`config.mk`:
```
export PLATFORM = sky130hd
export DESIGN_NAME = toric_ca_decoder_cell_flat
export DESIGN_NICKNAME = d
export VERILOG_FILES = /design/src/sv/tcad_pkg.sv /design/src/sv/tcad_in_if.sv /design/src/sv/tcad_out_if.sv /design/src/sv/toric_ca_decoder_cell.sv /design/src/flat_wrapper.sv
export VERILOG_INCLUDE_DIRS = /design/src /design/src/sv
export SDC_FILE = /design/constraint.sdc
export NUM_CORES = 1
export LEC_CHECK = 0
export BUFFER_PORTS_ARGS = -buffer_cell sky130_fd_sc_hd__buf_2
export CAP_MARGIN = 20
export CORE_ASPECT_RATIO = 1.1
export CORE_MARGIN = 2
export CORE_UTILIZATION = 60
export DETAILED_ROUTE_END_ITERATION = 7
export GPL_TIMING_DRIVEN = 0
export HOLD_SLACK_MARGIN = 0.05
export PLACE_DENSITY = 0.92
export SETUP_SLACK_MARGIN = 0.15
export SYNTH_ARGS = -nofsm -noshare
export SYNTH_HDL_FRONTEND = slang
export SYNTH_SLANG_ARGS = --single-unit
```
`constraint.sdc`:
```
create_clock -name i_clk -period 5.4 [get_ports i_clk]
set_clock_uncertainty 0.15 [all_clocks]
set_input_delay 0.54 -clock i_clk [delete_from_list [all_inputs] [get_ports i_clk]]
set_output_delay 0.54 -clock i_clk [all_outputs]
set_load 0.02 [all_outputs]
```
`src/sv/toric_ca_decoder_cell_defines.svh`:
```
// assertion macros for the toric ca decoder cell
// no dependencies; included by the top level only
`ifndef TORIC_CA_DECODER_CELL_DEFINES_SVH
`define TORIC_CA_DECODER_CELL_DEFINES_SVH

// same-cycle implication, disabled while in reset
`define TCAD_ASSERT_IMP(name, clk, rst_n, ante, cons, msg) \
    name: assert property (@(posedge clk) disable iff (!rst_n) (ante) |-> (cons)) \
        else $error(msg);

// next-cycle implication, disabled while in reset
`define TCAD_ASSERT_NXT(name, clk, rst_n, ante, cons, msg) \
    name: assert property (@(posedge clk) disable iff (!rst_n) (ante) |=> (cons)) \
        else $error(msg);

`endif

```
`src/sv/tcad_pkg.sv`:
```
// types, codes and the local decision rule of the toric ca decoder cell
// no dependencies; used by the top level
package tcad_pkg;

    localparam int MAXH    = 2;
    localparam int NUM_POS = 9;
    localparam int TALLY_W = 5;
    localparam int FRAC_W  = 9;
    localparam int CFG_IDX_W = 3;
    localparam int CFG_DATA_W = 9;

    typedef logic [TALLY_W-1:0] t_tally;
    typedef logic [2:0]         t_dir;
    typedef logic [3:0]         t_pos;
    typedef logic [CFG_IDX_W-1:0] t_cfg_idx;

    localparam t_tally TALLY_MAX = 5'd31;

    // position codes
    localparam t_pos POS_N  = 4'd0;
    localparam t_pos POS_E  = 4'd1;
    localparam t_pos POS_S  = 4'd2;
    localparam t_pos POS_W  = 4'd3;
    localparam t_pos POS_NE = 4'd4;
    localparam t_pos POS_SE = 4'd5;
    localparam t_pos POS_SW = 4'd6;
    localparam t_pos POS_NW = 4'd7;
    localparam t_pos POS_C  = 4'd8;
    localparam t_pos POS_NONE = 4'd9;

    // correction codes
    localparam t_dir DIR_N    = 3'd0;
    localparam t_dir DIR_E    = 3'd1;
    localparam t_dir DIR_S    = 3'd2;
    localparam t_dir DIR_W    = 3'd3;
    localparam t_dir DIR_NONE = 3'd4;

    // register indexes
    localparam t_cfg_idx CFG_CENTER_ADDR   = 3'd0;
    localparam t_cfg_idx CFG_LEVEL_ADDRS   = 3'd1;
    localparam t_cfg_idx CFG_FRAC_CENTER   = 3'd2;
    localparam t_cfg_idx CFG_FRAC_NEIGHBOR = 3'd3;

    localparam logic [3:0] RST_CENTER_ADDR = 4'd8;
    localparam logic [7:0] RST_LEVEL_ADDRS = 8'd153;
    localparam logic [FRAC_W-1:0] RST_FRAC = 9'd128;

    function automatic t_dir local_rule(input t_pos a, input logic [NUM_POS-1:0] s);
        if (a == POS_C || !s[POS_C]) return DIR_NONE;
        if ((a == POS_NW || a == POS_W || a == POS_SW) && (s[POS_W] || s[POS_NW] || s[POS_SW]))
            return DIR_W;
        if ((a == POS_S || a == POS_SW || a == POS_SE) && (s[POS_S] || s[POS_SW] || s[POS_SE]))
            return DIR_S;
        unique case (a)
            POS_SW: begin
                if (s[POS_S] || s[POS_W]) return DIR_NONE;
                if (s[POS_N]) return DIR_N;
                if (s[POS_E]) return DIR_E;
                if (s[POS_SW]) return DIR_NONE;
                if (s[POS_NW]) return DIR_N;
                return DIR_E;
            end
            POS_W: begin
                if (s[POS_S] || s[POS_W] || s[POS_N]) return DIR_NONE;
                if (s[POS_E]) return DIR_E;
                if (s[POS_SW] || s[POS_NW]) return DIR_NONE;
                return DIR_E;
            end
            POS_NW: begin
                if (s[POS_W] || s[POS_N]) return DIR_NONE;
                if (s[POS_E]) return DIR_E;
                if (s[POS_S]) return DIR_S;
                if (s[POS_NW]) return DIR_NONE;
                if (s[POS_NE]) return DIR_E;
                return s[POS_SW] ? DIR_S : DIR_E;
            end
            POS_N: begin
                if (s[POS_W] || s[POS_N] || s[POS_E]) return DIR_NONE;
                if (s[POS_S]) return DIR_S;
                if (s[POS_NW] || s[POS_NE]) return DIR_NONE;
                return DIR_S;
            end
            POS_NE: begin
                if (s[POS_N] || s[POS_E]) return DIR_NONE;
                if (s[POS_S]) return DIR_S;
                if (s[POS_W]) return DIR_W;
                if (s[POS_NE]) return DIR_NONE;
                if (s[POS_SE]) return DIR_S;
                return DIR_W;
            end
            POS_E: begin
                if (s[POS_N] || s[POS_E] || s[POS_S]) return DIR_NONE;
                if (s[POS_W]) return DIR_W;
                if (s[POS_NE] || s[POS_SE]) return DIR_NONE;
                return DIR_W;
            end
            POS_SE: begin
                if (s[POS_E] || s[POS_S]) return DIR_NONE;
                if (s[POS_W]) return DIR_W;
                if (s[POS_N]) return DIR_N;
                if (s[POS_SE]) return DIR_NONE;
                if (s[POS_SW]) return DIR_W;
                return s[POS_NE] ? DIR_N : DIR_W;
            end
            POS_S: begin
                if (s[POS_E] || s[POS_S] || s[POS_W]) return DIR_NONE;
                if (s[POS_N]) return DIR_N;
                if (s[POS_SE] || s[POS_SW]) return DIR_NONE;
                return DIR_N;
            end
            default: return DIR_NONE;
        endcase
    endfunction

    // lowest pending flip wins
    function automatic t_dir low_dir(input logic [3:0] f);
        if (f[0]) return DIR_N;
        if (f[1]) return DIR_E;
        if (f[2]) return DIR_S;
        if (f[3]) return DIR_W;
        return DIR_NONE;
    endfunction

endpackage

```
`src/sv/tcad_in_if.sv`:
```
// input channel of the toric ca decoder cell: syndromes and neighbor signals
// depends on nothing
interface tcad_in_if;
    logic       valid;
    logic       ready;
    logic       own_syndrome;
    logic [7:0] neighbor_syndromes;
    logic [15:0] incoming_count_signals;
    logic [7:0] incoming_flip_signals;

    modport source (
        output valid, own_syndrome, neighbor_syndromes,
               incoming_count_signals, incoming_flip_signals,
        input  ready
    );
    modport sink (
        input  valid, own_syndrome, neighbor_syndromes,
               incoming_count_signals, incoming_flip_signals,
        output ready
    );
endinterface

```
`src/sv/tcad_out_if.sv`:
```
// output channel of the toric ca decoder cell: correction and cell signals
// depends on nothing
interface tcad_out_if;
    logic       valid;
    logic       ready;
    logic [2:0] correction_dir;
    logic [15:0] count_signals_out;
    logic [7:0] flip_signals_out;

    modport source (
        output valid, correction_dir, count_signals_out, flip_signals_out,
        input  ready
    );
    modport sink (
        input  valid, correction_dir, count_signals_out, flip_signals_out,
        output ready
    );
endinterface

```
`src/sv/toric_ca_decoder_cell.sv`:
```
// one cell of a hierarchical cellular-automaton syndrome decoder
// depends on tcad_pkg, tcad_in_if, tcad_out_if, toric_ca_decoder_cell_defines.svh
//
// usage:
//   i_in carries one automaton tick per beat: the cell's own syndrome, the
//   eight neighbor syndromes and the per-level count and flip signals.
//   o_out returns one beat per tick: the correction direction and the
//   cell's count and flip signals after the tick.
//   the cell state (ages, tallies, signal registers) is advanced at the
//   edge that accepts an input beat; the result sits in the output
//   register from the next cycle.
//   throughput is one tick per cycle while the receiver takes each beat;
//   the tick logic between state and output register (tally threshold compares and local rule) is combinational.
//   i_in.ready stays high while the output register is empty or taken in
//   the same cycle; when the receiver stalls, the held beat stays and
//   input is refused until it is taken.
//   reset zeroes all level state, drops the output beat and loads the
//   register defaults; the user must write the configuration port only while idle, the cell does not check it.
`include "toric_ca_decoder_cell_defines.svh"

module toric_ca_decoder_cell #(
    parameter int LEVELS      = 2,
    parameter int BASE_PERIOD = 4,
    parameter int BLOCK_SIZE  = 3
) (
    input  logic                              i_clk,
    input  logic                              i_rst_n,
    input  logic                              i_cfg_we,
    input  logic [tcad_pkg::CFG_IDX_W-1:0]    i_cfg_idx,
    input  logic [tcad_pkg::CFG_DATA_W-1:0]   i_cfg_data,
    tcad_in_if.sink                           i_in,
    tcad_out_if.source                        o_out
);

    localparam int MAXH    = tcad_pkg::MAXH;
    localparam int NPOS    = tcad_pkg::NUM_POS;
    localparam int NUM_HI  = (LEVELS - 1 > MAXH) ? MAXH : LEVELS - 1;
    localparam int PER_MAX = BASE_PERIOD ** MAXH;
    localparam int Q_MAX   = BLOCK_SIZE ** MAXH;
    localparam int AGE_W   = $clog2(PER_MAX);
    localparam int CMP_W   = $clog2(((PER_MAX > Q_MAX) ? PER_MAX : Q_MAX) + 1);
    localparam int PROD_RAW = tcad_pkg::FRAC_W + $clog2(PER_MAX + 1);
    localparam int LHS_W   = tcad_pkg::TALLY_W + 8;
    localparam int PROD_W  = (PROD_RAW > LHS_W) ? PROD_RAW : LHS_W;

    // configuration registers
    logic [3:0]                     r_center_addr;
    logic [7:0]                     r_level_addrs;
    logic [tcad_pkg::FRAC_W-1:0]    r_frac_center;
    logic [tcad_pkg::FRAC_W-1:0]    r_frac_neighbor;

    // level state
    logic [AGE_W-1:0]      r_age   [MAXH];
    tcad_pkg::t_tally      r_tally [MAXH][NPOS];
    logic [3:0]            r_flip  [MAXH];

    logic [AGE_W-1:0]      n_age   [MAXH];
    tcad_pkg::t_tally      n_tally [MAXH][NPOS];
    logic [7:0]            n_cnt   [MAXH];
    logic [3:0]            n_flip  [MAXH];

    logic                  w_issue [MAXH];
    logic                  w_exam  [MAXH];
    tcad_pkg::t_dir        w_hit_dir [MAXH];

    // output register
    logic                  r_out_valid;
    tcad_pkg::t_dir        r_corr;
    logic [15:0]           r_cnt_out;
    logic [7:0]            r_flip_out;

    tcad_pkg::t_dir        n_corr;
    logic [15:0]           n_cnt_out;
    logic [7:0]            n_flip_out;
    logic [NPOS-1:0]       w_syn;
    logic                  w_acc;
    logic                  w_open;

    assign i_in.ready = !r_out_valid || o_out.ready;
    assign w_acc      = i_in.valid && i_in.ready;
    assign w_syn      = {i_in.own_syndrome, i_in.neighbor_syndromes};

    always_ff @(posedge i_clk) begin
        if (!i_rst_n) begin
            r_center_addr   <= tcad_pkg::RST_CENTER_ADDR;
            r_level_addrs   <= tcad_pkg::RST_LEVEL_ADDRS;
            r_frac_center   <= tcad_pkg::RST_FRAC;
            r_frac_neighbor <= tcad_pkg::RST_FRAC;
        end else if (i_cfg_we) begin
            unique case (i_cfg_idx)
                tcad_pkg::CFG_CENTER_ADDR:   r_center_addr   <= i_cfg_data[3:0];
                tcad_pkg::CFG_LEVEL_ADDRS:   r_level_addrs   <= i_cfg_data[7:0];
                tcad_pkg::CFG_FRAC_CENTER:   r_frac_center   <= i_cfg_data;
                tcad_pkg::CFG_FRAC_NEIGHBOR: r_frac_neighbor <= i_cfg_data;
                default: ;
            endcase
        end
    end

    for (genvar k = 0; k < MAXH; k++) begin : g_lvl
        if (k < NUM_HI) begin : g_on
            localparam int PER_K = BASE_PERIOD ** (k + 1);
            localparam int Q_K   = BLOCK_SIZE ** (k + 1);
            localparam logic [PROD_W-1:0] PER_V = PROD_W'(PER_K);

            tcad_pkg::t_pos         addr;
            logic                   is_rep;
            logic [AGE_W:0]         age_inc;
            logic [7:0]             nc;
            logic [3:0]             nf;
            tcad_pkg::t_tally       tal_s [NPOS];
            logic [NPOS-1:0]        cs;
            tcad_pkg::t_dir         d;
            logic [3:0]             flip_s;
            logic [3:0]             flip_set;
            logic [3:0]             low;
            logic                   wrap;
            logic                   hit;
            logic                   inc;
            logic [tcad_pkg::FRAC_W-1:0] f;

            always_comb begin
                addr    = r_level_addrs[4*k +: 4];
                is_rep  = addr < tcad_pkg::POS_NONE;
                nc      = i_in.incoming_count_signals[8*k +: 8];
                nf      = i_in.incoming_flip_signals[4*k +: 4];
                age_inc = {1'b0, r_age[k]} + 1'b1;
                n_age[k] = (CMP_W'(age_inc) == CMP_W'(PER_K)) ? '0 : age_inc[AGE_W-1:0];

                // per-level step
                for (int i = 0; i < NPOS; i++) begin
                    if (i == NPOS - 1) inc = i_in.own_syndrome;
                    else               inc = nc[3'(i) ^ 3'd2];
                    if (is_rep && inc && r_tally[k][i] != tcad_pkg::TALLY_MAX)
                        tal_s[i] = r_tally[k][i] + 1'b1;
                    else
                        tal_s[i] = r_tally[k][i];
                end
                n_cnt[k] = is_rep ? {8{i_in.own_syndrome}} : nc;
                flip_s   = is_rep ? r_flip[k] : nf;

                // coarse syndrome at period wrap
                for (int i = 0; i < NPOS; i++) begin
                    f = (i == NPOS - 1) ? r_frac_center : r_frac_neighbor;
                    cs[i] = PROD_W'({tal_s[i], 8'h00}) >= PROD_W'(f) * PER_V;
                end
                d        = tcad_pkg::local_rule(addr, cs);
                flip_set = flip_s;
                if (d != tcad_pkg::DIR_NONE) flip_set = flip_s | (4'b0001 << d[1:0]);

                wrap = is_rep && n_age[k] == '0;
                hit  = !wrap && CMP_W'(n_age[k]) == CMP_W'(Q_K);
                low  = flip_s & (~flip_s + 4'd1);
                w_issue[k]   = hit && (|flip_s);
                w_hit_dir[k] = tcad_pkg::low_dir(flip_s);

                // commit: tally clear and flip updates only when this level is examined
                for (int i = 0; i < NPOS; i++)
                    n_tally[k][i] = (w_exam[k] && wrap) ? '0 : tal_s[i];
                if (!w_exam[k])  n_flip[k] = flip_s;
                else if (wrap)   n_flip[k] = flip_set;
                else if (hit)    n_flip[k] = flip_s & ~low;
                else             n_flip[k] = flip_s;
            end
        end else begin : g_off
            always_comb begin
                n_age[k]     = '0;
                n_cnt[k]     = '0;
                n_flip[k]    = '0;
                w_issue[k]   = 1'b0;
                w_hit_dir[k] = tcad_pkg::DIR_NONE;
                for (int i = 0; i < NPOS; i++) n_tally[k][i] = '0;
            end
        end
    end

    // decision: lowest issuing level ends it; with none issuing, the local rule decides
    always_comb begin
        w_open = 1'b1;
        n_corr = tcad_pkg::DIR_NONE;
        for (int k = 0; k < MAXH; k++) begin
            w_exam[k] = w_open;
            if (w_open && w_issue[k]) begin
                n_corr = w_hit_dir[k];
                w_open = 1'b0;
            end
        end
        if (w_open) n_corr = tcad_pkg::local_rule(r_center_addr, w_syn);
        for (int k = 0; k < MAXH; k++) begin
            n_cnt_out[8*k +: 8]  = n_cnt[k];
            n_flip_out[4*k +: 4] = n_flip[k];
        end
    end

    always_ff @(posedge i_clk) begin
        if (!i_rst_n) begin
            for (int k = 0; k < MAXH; k++) begin
                r_age[k]  <= '0;
                r_flip[k] <= '0;
                for (int i = 0; i < NPOS; i++) r_tally[k][i] <= '0;
            end
        end else if (w_acc) begin
            r_age   <= n_age;
            r_flip  <= n_flip;
            r_tally <= n_tally;
        end
    end

    always_ff @(posedge i_clk) begin
        if (!i_rst_n) begin
            r_out_valid <= 1'b0;
        end else if (w_acc) begin
            r_out_valid <= 1'b1;
        end else if (o_out.ready) begin
            r_out_valid <= 1'b0;
        end
    end

    always_ff @(posedge i_clk) begin
        if (w_acc) begin
            r_corr     <= n_corr;
            r_cnt_out  <= n_cnt_out;
            r_flip_out <= n_flip_out;
        end
    end

    assign o_out.valid             = r_out_valid;
    assign o_out.correction_dir    = r_corr;
    assign o_out.count_signals_out = r_cnt_out;
    assign o_out.flip_signals_out  = r_flip_out;

    `TCAD_ASSERT_NXT(a_acc_gives_beat, i_clk, i_rst_n, w_acc, r_out_valid, "accepted tick lost its beat")
    `TCAD_ASSERT_NXT(a_idle_holds_age, i_clk, i_rst_n, !w_acc, $stable(r_age[0]), "age moved without a tick")
    `TCAD_ASSERT_IMP(a_age_in_period, i_clk, i_rst_n, 1'b1, CMP_W'(r_age[0]) < CMP_W'(BASE_PERIOD), "level age beyond period")

endmodule
```
`src/flat_wrapper.sv`:
```
// flat-port wrapper written by rule: the top's interface ports become plain ports
module toric_ca_decoder_cell_flat 
#(
    parameter int LEVELS      = 2,
    parameter int BASE_PERIOD = 4,
    parameter int BLOCK_SIZE  = 3
)
  (i_clk, i_rst_n, i_cfg_we, i_cfg_idx, i_cfg_data, i_in_valid, i_in_own_syndrome, i_in_neighbor_syndromes, i_in_incoming_count_signals, i_in_incoming_flip_signals, i_in_ready, o_out_valid, o_out_correction_dir, o_out_count_signals_out, o_out_flip_signals_out, o_out_ready);
  tcad_in_if i_in_i ();
  tcad_out_if o_out_i ();
  input  logic i_clk;
  input  logic i_rst_n;
  input  logic i_cfg_we;
  input  logic [tcad_pkg::CFG_IDX_W-1:0] i_cfg_idx;
  input  logic [tcad_pkg::CFG_DATA_W-1:0] i_cfg_data;
  input wire logic [$bits(i_in_i.valid)-1:0] i_in_valid;
  input wire logic [$bits(i_in_i.own_syndrome)-1:0] i_in_own_syndrome;
  input wire logic [$bits(i_in_i.neighbor_syndromes)-1:0] i_in_neighbor_syndromes;
  input wire logic [$bits(i_in_i.incoming_count_signals)-1:0] i_in_incoming_count_signals;
  input wire logic [$bits(i_in_i.incoming_flip_signals)-1:0] i_in_incoming_flip_signals;
  output wire logic [$bits(i_in_i.ready)-1:0] i_in_ready;
  output wire logic [$bits(o_out_i.valid)-1:0] o_out_valid;
  output wire logic [$bits(o_out_i.correction_dir)-1:0] o_out_correction_dir;
  output wire logic [$bits(o_out_i.count_signals_out)-1:0] o_out_count_signals_out;
  output wire logic [$bits(o_out_i.flip_signals_out)-1:0] o_out_flip_signals_out;
  input wire logic [$bits(o_out_i.ready)-1:0] o_out_ready;
  assign i_in_i.valid = i_in_valid;
  assign i_in_i.own_syndrome = i_in_own_syndrome;
  assign i_in_i.neighbor_syndromes = i_in_neighbor_syndromes;
  assign i_in_i.incoming_count_signals = i_in_incoming_count_signals;
  assign i_in_i.incoming_flip_signals = i_in_incoming_flip_signals;
  assign i_in_ready = i_in_i.ready;
  assign o_out_valid = o_out_i.valid;
  assign o_out_correction_dir = o_out_i.correction_dir;
  assign o_out_count_signals_out = o_out_i.count_signals_out;
  assign o_out_flip_signals_out = o_out_i.flip_signals_out;
  assign o_out_i.ready = o_out_ready;
  toric_ca_decoder_cell #(.LEVELS(LEVELS), .BASE_PERIOD(BASE_PERIOD), .BLOCK_SIZE(BLOCK_SIZE)) u_core (.i_clk(i_clk), .i_rst_n(i_rst_n), .i_cfg_we(i_cfg_we), .i_cfg_idx(i_cfg_idx), .i_cfg_data(i_cfg_data), .i_in(i_in_i), .o_out(o_out_i));
endmodule
```
* Word level (Yosys, flattened, before mapping) *
Cells that the tools add are included.
Widths: inputs -> output; s select.

word-level totals
  flip-flop bits (word level) = 95
  output and inout port bits = 29

operators by class
  $add $sub $neg = 11
  magnitude comparators = 10
  eq/ne operators = 31
  shift operators = 1
  mux-type cells = 680
  bitwise logic cells = 5
  reduce and logical (&&, ||, !) cells = 83

operators by type and width
  cell                 count
  $mux 3               191
  $mux 1               459
  $ge 13x11->1         9
  $mux 5               18
  $pmux 3 s8           2
  $add 5x1->5 const B  9
  $ne 5x5->1 const B   9
  $logic_or 1x1->1     43
  $eq 4x3->1 const B   8
  $logic_and 1x1->1    26
  $eq 4x2->1 const B   5
  $mux 4               5
  $logic_not 4->1      3
  $and 4x4->4          2
  $eq 4x1->1 const B   2
  $eq 4x4->1 const B   2
  $mux 2               4
  $mux 8               1
  $not 4->4            2
  $reduce_and 2->1     4
  $eq 3x2->1 const B   2
  $add 4x1->5 const B  1
  $eq 5x3->1 const B   1
  $add 4x1->4 const B  1
  other kinds (9)      12

* Longest topological paths before layout *
Gate-level depths: netlist (run 1).

  word-level depth = 58
  mapped depth = 19

* Worst setup path after synthesis (run 1) *
OpenSTA, ideal clock, no wires.

  path type = reg2reg
  start point = reg u_core.r_tally[70] (netlist bit)
  end point = reg u_core.r_flip_out[0], in the netlist u_core.o_out.flip_signals_out[0], data pin
  arrival time = 3.714 ns
  slack = 1.389 ns
  stages on the path, launching flop included = 18
  clock period less this slack = 4.011 ns
  path through = dfxtp_1 ha_1 and3_1 ha_1 nand2b_1 nand2b_1 nand2_1 nand2_1 ha_1 a21oi_1 o22ai_1 a2111o_1 a21oi_2 nor3_1 or4_1 o311a_2 nor4_2 o21bai_1

RTL lines
  what                    RTL line                      text
  start, declared         toric_ca_decoder_cell.sv:54   tcad_pkg::t_tally r_tally [MAXH][NPOS];
  start signal, assigned  toric_ca_decoder_cell.sv:205  r_tally <= n_tally;
  end signal, assigned    toric_ca_decoder_cell.sv:223  r_flip_out <= n_flip_out;
  end, declared           toric_ca_decoder_cell.sv:70   logic [7:0] r_flip_out;

==> metrics.md, run 1 <==
| Metric | Value |
|---|---|
| RR Endpoint | `u_core.o_out.flip_signals_out[0]` |
| Via Count | `6728` |
| Clk pwr share | `40.9%` |
| Async set-or-reset flop fraction in the synthesized netlist | `0%` |
| Die ar. | `about 12000 µm²` |
| DRT iter0 DRCs | `631` |
| Worst path arrival time | `~4.9 ns` |
| Max_cap viols | `0` |
| Outcome | `finished clean` |
| WHS Path Cells | `3` |
| Main flop type after synthesis | `dfxtp_1` |
| Layout Nets | `1018` |
| Sequential element share of the synthesized area | `around 30%` |
| CTS tree | `done` |
| Number of synthesized flops with an enable pin | `15` |
| Top cells by area in the synthesized netlist | `dfxtp_1 24%, ha_1 8.9%, nand2_1 8.3%` |
| Max Freq | `203 MHz` |
| Share of post-route cells with drive strength above 1 | `between 10 and 15%` |
| Final HPWL DP | `~14000 µm` |
| Pin count of the biggest net entering global routing | `20` |
| Worst slew pin tran | `about 0.89 ns` |
| Port-buffer cells | `49` |
| R2r setup slk | `slightly below 0.5 ns` |
| Hold endpoint | `u_core.o_out.valid` |
| Commonest non-fill, non-tap cells in the layout | `149 x nand2_1, 80 x dfxtp_1, 54 x buf_2` |
| Top cell type's share of synthesized area | `23.8%` |
| RSZ-0062 raised after global routing | `no` |
| Startpoint Class | `register` |
| Final Wtd Congestion | `around 1` |
| Kind of path behind the tightest hold check | `in -> reg` |
| TritonCTS Buffers | `9` |
| Crit Path Category | `reg -> reg` |
| DIE HEIGHT | `115 µm` |
| Peak VDD IR | `0.000129 V` |
| Seq pwr share | `between 40 and 50%` |
| DRC violations left | `0` |
| Reg clk slew, reported paths | `0.07 ns` |
| Mean Syn Cell Area | `7.96 µm²` |
| Yosys cell types | `80` |
| R2R cell count | `19` |
| Detailed-router iteration count before antenna repair | `6` |
| Vias in the first global route | `between 6000 and 7000` |
| CP endpoint kind | `register` |
| Worst Path Required | `around 5.3 ns` |
| Final setup fails | `0` |
| Fin Hold WS | `between 0.2 and 0.3 ns` |
| WL per Instance | `about 18 µm` |
| Antenna violations before repair | `0` |
| Worst R2R Start | `u_core.r_level_addrs[3]` |
| Sw Share | `around 27%` |
| Ys Warns | `0` |
| Antenna cells | `0` |
| Clk_lat worst skew | `about 0.36 ns` |
| PD cells | `~220 nW/µm²` |
| Initial Util | `61.7%` |
| Vias per cell | `~6.3` |
| Fillers | `about 900` |
| Pwr Total | `about 1.7 mW` |
| Antenna Nets Post-Route | `0` |
| Clock Path Buffers | `2` |
| CTS root buf | `clkbuf_16` |
| Final setup TNS | `0 ns` |
| Commonest non-fill, non-tap cell in the layout | `nand2_1` |
| Cell row count | `40` |
| Post-Synthesis Cells | `approximately 850` |
| Period utilization | `around 90%` |
| Relative slew slack | `40.8%` |
| Synthesis-stage register bit count | `95` |
| Hold path startpoint | `i_in_valid` |
| P_int | `1.22 mW` |
| Tot GR Track Use | `31.9%` |
| First-pass GRT wire length | `just over 30000 µm` |
| Largest area contributor in the netlist | `dfxtp_1` |
| Final Hold Viols | `0` |
| Static Leak | `between 3 and 4 nW` |
| Synthesized cell area | `roughly 6700 µm²` |
| IO Pins | `79` |
| Clk sinks | `95` |
| Area grow syn2layout | `12.4%` |
| H-tree depth | `3` |
| Max FO, Critical Path | `10` |
| WL final | `roughly 19000 µm` |
| Tmin final | `4.91 ns` |
| Sw Pwr | `between 0.4 and 0.5 mW` |
| Die W | `105 µm` |
| Placeable Area | `about 11000 µm²` |
| Max-slew violation count | `0` |
| Logic gate share of total power | `14.3%` |
| Global route total overflow | `0` |
==> metrics by stage <==
stage               utilization [%]  std cells  instance area [µm²]  setup WS, ns
floorplan                         -        857                 6780          1.39
global placement               66.1       1053                 7210         0.212
detailed placement             66.2       1054                 7220        0.0951
CTS                            69.2       1070                 7540         0.213
global route                   69.4       1072                 7570         0.198
finish                         69.4       1072                 7570         0.485
==> layout make-up <==
| cell class | count | area (µm²) | area share (%) |
|---|---|---|---|
| clock inverters | 3 | 47.5 | 0.628 |
| well taps | 147 | 184 | 2.43 |
| repair buffers | 52 | 275 | 3.64 |
| clock buffers | 13 | 272 | 3.59 |
| plain buffers | 58 | 284 | 3.75 |
| multi-input cells | 686 | 4390 | 58.0 |
| inverters | 18 | 67.6 | 0.892 |
| flip-flops and latches | 95 | 2050 | 27.1 |
==> flip-flops by register name (all words and copies together), names as in the netlist, 4 cells and up <==
| name | flops |
|---|---|
| u_core.o_out.flip_signals_out | 4 |
| u_core.o_out.count_signals_out | 8 |
| u_core.g_lvl.g_on.f | 9 |
| u_core.r_frac_neighbor | 9 |
| u_core.r_age | 4 |
| u_core.r_tally | 45 |
| u_core.r_flip | 4 |
| u_core.r_level_addrs | 4 |
| u_core.r_center_addr | 4 |
==> power groups by stage <==
| stage | logic (mW) | clock network [mW] | registers [mW] |
|---|---|---|---|
| 2_1_floorplan | 0.140 | 0 | 0.775 |
| 3_3_place_gp | 0.226 | 0 | 0.764 |
| 3_5_place_dp | 0.231 | 0 | 0.765 |
| 4_1_cts | 0.233 | 0.684 | 0.749 |
| 5_1_grt | 0.258 | 0.713 | 0.751 |
| 6_report | 0.240 | 0.685 | 0.749 |
==> logic make-up (layout without fill, tap and decap cells) <==
kind of cell               after synthesis  after routing  share of synthesized area, %
xor gates and xnor gates                21             21                          3.01
and+or+nand+nor                        365            365                          27.3
other                                    1             12                        0.0557
muxes                                   11             11                          1.67
buffers and inverters                   76            144                          5.20
DFF                                     95             95                          30.5
adders and majority gates               48             48                          8.92
AOI/OAI and AO/OA                      229            229                          23.4
==> worst max path at each step <==
stage | startpoint | endpoint | cells after the start
floorplan | u_core.r_tally[70] | u_core.o_out.flip_signals_out[0] | 17
global placement | u_core.r_level_addrs[0] | u_core.o_out.flip_signals_out[0] | 15
detailed placement | u_core.r_level_addrs[0] | u_core.o_out.flip_signals_out[0] | 18
CTS | u_core.r_level_addrs[0] | u_core.o_out.flip_signals_out[0] | 15
global route | u_core.r_level_addrs[3] | u_core.o_out.flip_signals_out[0] | 19
finish | u_core.r_level_addrs[3] | u_core.o_out.flip_signals_out[0] | 19
==> Yosys cell counts (10+ instances only) <==
| cell | n |
|---|---|
| nand2_1 | 149 |
| dfxtp_1 | 80 |
| o21ai_0 | 53 |
| ha_1 | 48 |
| nor2b_1 | 43 |
| a21oi_1 | 39 |
| clkbuf_1 | 39 |
| a21boi_0 | 31 |
| nand3_1 | 31 |
| nor2_1 | 30 |
| o211ai_1 | 21 |
| nor3_1 | 20 |
| and3_1 | 18 |
| and2_1 | 17 |
| inv_1 | 17 |
| xnor2_1 | 17 |
| edfxtp_1 | 15 |
| buf_4 | 12 |
| nand2b_1 | 12 |
| a31oi_1 | 10 |
==> repair_timing <==
action,CTS,global route
resized for setup,2,2
endpoints found under the setup margin,2,7
hold buffers,0,0
setup buffers,0,2
pin swaps,0,1
==> routing by layer <==
metal	GRT usage, %	wire length (µm)	vias up
met2	53.3	8880	385
met3	5.61	1780	61
met1	40.2	7660	3082
li1	-	-	3200
met5	0	0	-
met4	15.3	704	0
==> worst max-delay path: stages (launching register included) <==
cell and delay, ns:
dfxtp_1 0.30, buf_2 0.25, o31a_1 0.33, buf_6 0.22, clkbuf_1 0.48, nor2_1 0.19
nand2_1 0.10, nand2_1 0.08, ha_1 0.30, a21o_1 0.16, a21oi_1 0.12, o21ai_0 0.09
a211o_1 0.39, or2_1 0.25, buf_2 0.16, a211oi_1 0.41, or4_1 0.19, o311a_2 0.22
nor4_2 0.07, o21bai_1 0.17
Note: power is estimated with default switching activity, not from simulation.
==> inputs of run 2 (changes only) <==
PLACE_DENSITY = 0.82   (was 0.92)
==> run 2 against run 1 <==
Net effect:
- clock power decreased by 5.5%
- total power decreased by 2.3%
- sequential power about the same
- critical path type unchanged
- largest cell class unchanged
- largest power group unchanged
- highest routed layer unchanged
==> metrics.md, run 2 (same netlist as run 1, synthesis figures left out) <==
| Metric | Value |
|---|---|
| Outcome | `finished clean (unchanged)` |
| IO Pins | `79 (unchanged)` |
| TritonCTS Buffers | `9 (unchanged)` |
| Antenna cells | `0 (unchanged)` |
| Area grow syn2layout | `12.2% (was 12.4%)` |
| Sw Pwr | `0.459 mW (was 0.454 mW)` |
| WP buf/inv | `3 (was 4)` |
| First-pass GRT wire length | `30100 µm (was 30400 µm)` |
| Hold endpoint | `u_core.r_frac_neighbor[7] (was u_core.o_out.valid)` |
| Port-buffer cells | `49 (unchanged)` |
| Pin count of the biggest net entering global routing | `19 (was 20)` |
| Reg clk slew, reported paths | `0.07 ns (about the same)` |
| Worst slew pin tran | `0.782 ns (was 0.886 ns)` |
| Worst path arrival time | `4.89 ns (was 4.85 ns)` |
| Placeable Area | `10900 µm² (unchanged)` |
| RSZ-0062 raised after global routing | `no (unchanged)` |
| Detailed-router iteration count before antenna repair | `5 (was 6)` |
| Antenna Nets Post-Route | `0 (unchanged)` |
| Hold path startpoint | `i_cfg_data[7] (was i_in_valid)` |
| Peak VDD IR | `0.000156 V (was 0.000129 V)` |
| Die ar. | `12100 µm² (unchanged)` |
| Commonest non-fill, non-tap cells in the layout | `148 x nand2_1, 80 x dfxtp_1, 53 x buf_2, 53 x o21ai_0, 48 x ha_1 (was 149 x nand2_1, 80 x dfxtp_1, 54 x buf_2)` |
| DIE HEIGHT | `115 µm (unchanged)` |
| Max_cap viols | `0 (unchanged)` |
| Clk sinks | `95 (unchanged)` |
| CTS root buf | `clkbuf_16 (unchanged)` |
| DRT iter0 DRCs | `605 (was 631)` |
| Worst Path Required | `5.46 ns (was 5.34 ns)` |
| Kind of path behind the tightest hold check | `in -> reg (unchanged)` |
| Global route total overflow | `0 (unchanged)` |
| Fillers | `960 (was 888)` |
| Period utilization | `89.5% (was 91.0%)` |
| Worst-path cell chain | `buf_2 -> o31a_1 -> buf_6 -> clkbuf_1 -> nor2_1 -> nand2_1 -> xnor2_1 -> ha_1 -> nand3_1 -> o22ai_1 -> a2111o_1 -> o31ai_1 -> o2bb2ai_1 -> nor4_1 -> nand2_1 -> nor4_2 -> o21bai_1 (was buf_2 -> o31a_1 -> buf_6 -> clkbuf_1 -> nor2_1 -> nand2_1 -> nand2_1 -> ha_1 -> a21o_1 -> a21oi_1 -> o21ai_0 -> a211o_1 -> or2_1 -> buf_2 -> a211oi_1 -> or4_1 -> o311a_2 -> nor4_2 -> o21bai_1)` |
| Share of post-route cells with drive strength above 1 | `12.3% (was 12.1%)` |
| CP max stage delay | `0.53 ns (was 0.48 ns)` |
| Static Leak | `3.09 nW (was 3.11 nW)` |
| Via Count | `6665 (was 6728)` |
| Cell row count | `40 (unchanged)` |
| Delay-heaviest family, CP | `compound AO/OA/AOI/OAI gates (unchanged)` |
| Sw Share | `28.0% (was 27.1%)` |
| Startpoint Class | `register (unchanged)` |
| WHS Path Cells | `3 (unchanged)` |
| Post-layout util | `69.3% (was 69.4%)` |
| R2R cell count | `17 (was 19)` |
| Clk_lat worst skew | `0.35 ns (was 0.36 ns)` |
| Layout Nets | `1018 (unchanged)` |
| Logic gate share of total power | `14.7% (was 14.3%)` |
| Setup ws final | `0.570 ns (was 0.485 ns)` |
| Fin Hold WS | `0.279 ns (was 0.283 ns)` |
| P_int | `1.18 mW (was 1.22 mW)` |
| Final HPWL DP | `13400 µm (was 13600 µm)` |
| Clock Path Buffers | `2 (unchanged)` |
| Max FO, Critical Path | `10 (unchanged)` |
| Final Wtd Congestion | `0.953 (was 0.986)` |
| Worst R2R Start | `u_core.r_level_addrs[3] (unchanged)` |
| Vias per cell | `6.22 (was 6.28)` |
| CTS Hold Buffers Added | `0 (unchanged)` |
| Commonest non-fill, non-tap cell in the layout | `nand2_1 (unchanged)` |
| WL final | `18900 µm (was 19000 µm)` |
| H-tree depth | `3 (unchanged)` |
| Max reg flops | `45 (unchanged)` |
| Area of the multi-input gates | `4390 µm² (about the same)` |
| Slowest cell on the critical path | `clkbuf_1 (unchanged)` |
| Final setup fails | `0 (unchanged)` |
| Largest Register | `u_core.r_tally (unchanged)` |
| Seq pwr share | `45.8% (was 44.7%)` |
| Initial Util | `61.7% (unchanged)` |
| Tmin final | `4.83 ns (was 4.91 ns)` |
| Final Hold Viols | `0 (unchanged)` |
| Post-Place Worst Slack | `-0.141 ns (was 0.0951 ns)` |
| Crit-path most repeated cell | `nand2_1` |
| Die W | `105 µm (unchanged)` |
| R2r setup slk | `0.57 ns (was 0.49 ns)` |
| CTS tree | `done (unchanged)` |
| Max-slew violation count | `0 (unchanged)` |
| PD cells | `216 nW/µm² (was 221 nW/µm²)` |
| RR Endpoint | `u_core.o_out.flip_signals_out[0] (unchanged)` |
| CP endpoint kind | `register (unchanged)` |
| Max Freq | `207 MHz (was 203 MHz)` |
| Antenna violations before repair | `0 (unchanged)` |
| Clk pwr share | `39.5% (was 40.9%)` |
| Tot GR Track Use | `31.8% (was 31.9%)` |
| WL per Instance | `17.6 µm (was 17.7 µm)` |
| Vias in the first global route | `6070 (was 6160)` |
| Crit Path Category | `reg -> reg (unchanged)` |
| Relative slew slack | `47.9% (was 40.8%)` |
| DRC violations left | `0 (unchanged)` |
| Sequential Area | `2050 µm² (unchanged)` |
run 2: worst max-delay path by stage:
stage | startpoint | endpoint | slack (ns) | depth (start not counted)
2_1_floorplan | u_core.r_tally[70] | u_core.o_out.flip_signals_out[0] | 1.39 | 17
3_3_place_gp | u_core.r_level_addrs[0] | u_core.o_out.flip_signals_out[0] | -0.14 | 15
3_5_place_dp | u_core.r_level_addrs[0] | u_core.o_out.flip_signals_out[0] | -0.14 | 15
4_1_cts | u_core.r_level_addrs[0] | u_core.o_out.flip_signals_out[0] | 0.17 | 18
5_1_grt | u_core.r_level_addrs[3] | u_core.o_out.flip_signals_out[0] | 0.21 | 18
6_report | u_core.r_level_addrs[3] | u_core.o_out.flip_signals_out[0] | 0.57 | 17
run 2: final cells by class:
| cell class | count | area share (%) |
|---|---|---|
| tap | 147 | 2.43 |
| buffer | 58 | 3.76 |
| sequential | 95 | 27.1 |
| inverter | 18 | 0.894 |
| clock buffer | 9 | 2.98 |
| clock inverter | 7 | 0.976 |
| timing repair buffer | 52 | 3.81 |
| multi-input combinational | 686 | 58.0 |
run 2: metal layers:
layer  up-vias  track usage [%]  share of wire [%]
met5         -                0                  0
met4         0             13.1                2.5
met3        43             4.93                8.2
met2       309             54.0                 47
met1      3119             40.5                 42
li1       3194                -                  -
run 2: per-stage QoR:
stage	cells	instance area [µm²]	setup TNS [ns]	power (mW)
after floorplan	857	6780	0	0.915
after global placement	1053	7210	-0.253	0.993
after detailed placement	1054	7230	-0.258	0.998
after CTS	1070	7540	0	1.63
after global routing	1072	7560	0	1.69
final	1072	7560	0	1.64
run 2: power groups by stage:
| stage | Clock (mW) | Combinational (mW) | Sequential, mW |
|---|---|---|---|
| CTS | 0.650 | 0.235 | 0.749 |
| global placement | 0 | 0.228 | 0.765 |
| finish | 0.647 | 0.240 | 0.750 |
| floorplan | 0 | 0.140 | 0.775 |
| detailed placement | 0 | 0.233 | 0.765 |
| global route | 0.679 | 0.260 | 0.751 |
run 2: repair_timing:
item,CTS,global route
pin swaps,0,1
setup buffers,0,2
setup endpoints to repair,8,8
resized for setup,3,1
run 2: worst min-delay path, stage by stage:
cell and delay, ns:
buf_2 0.08, nand2_1 0.04, o211ai_1 0.07
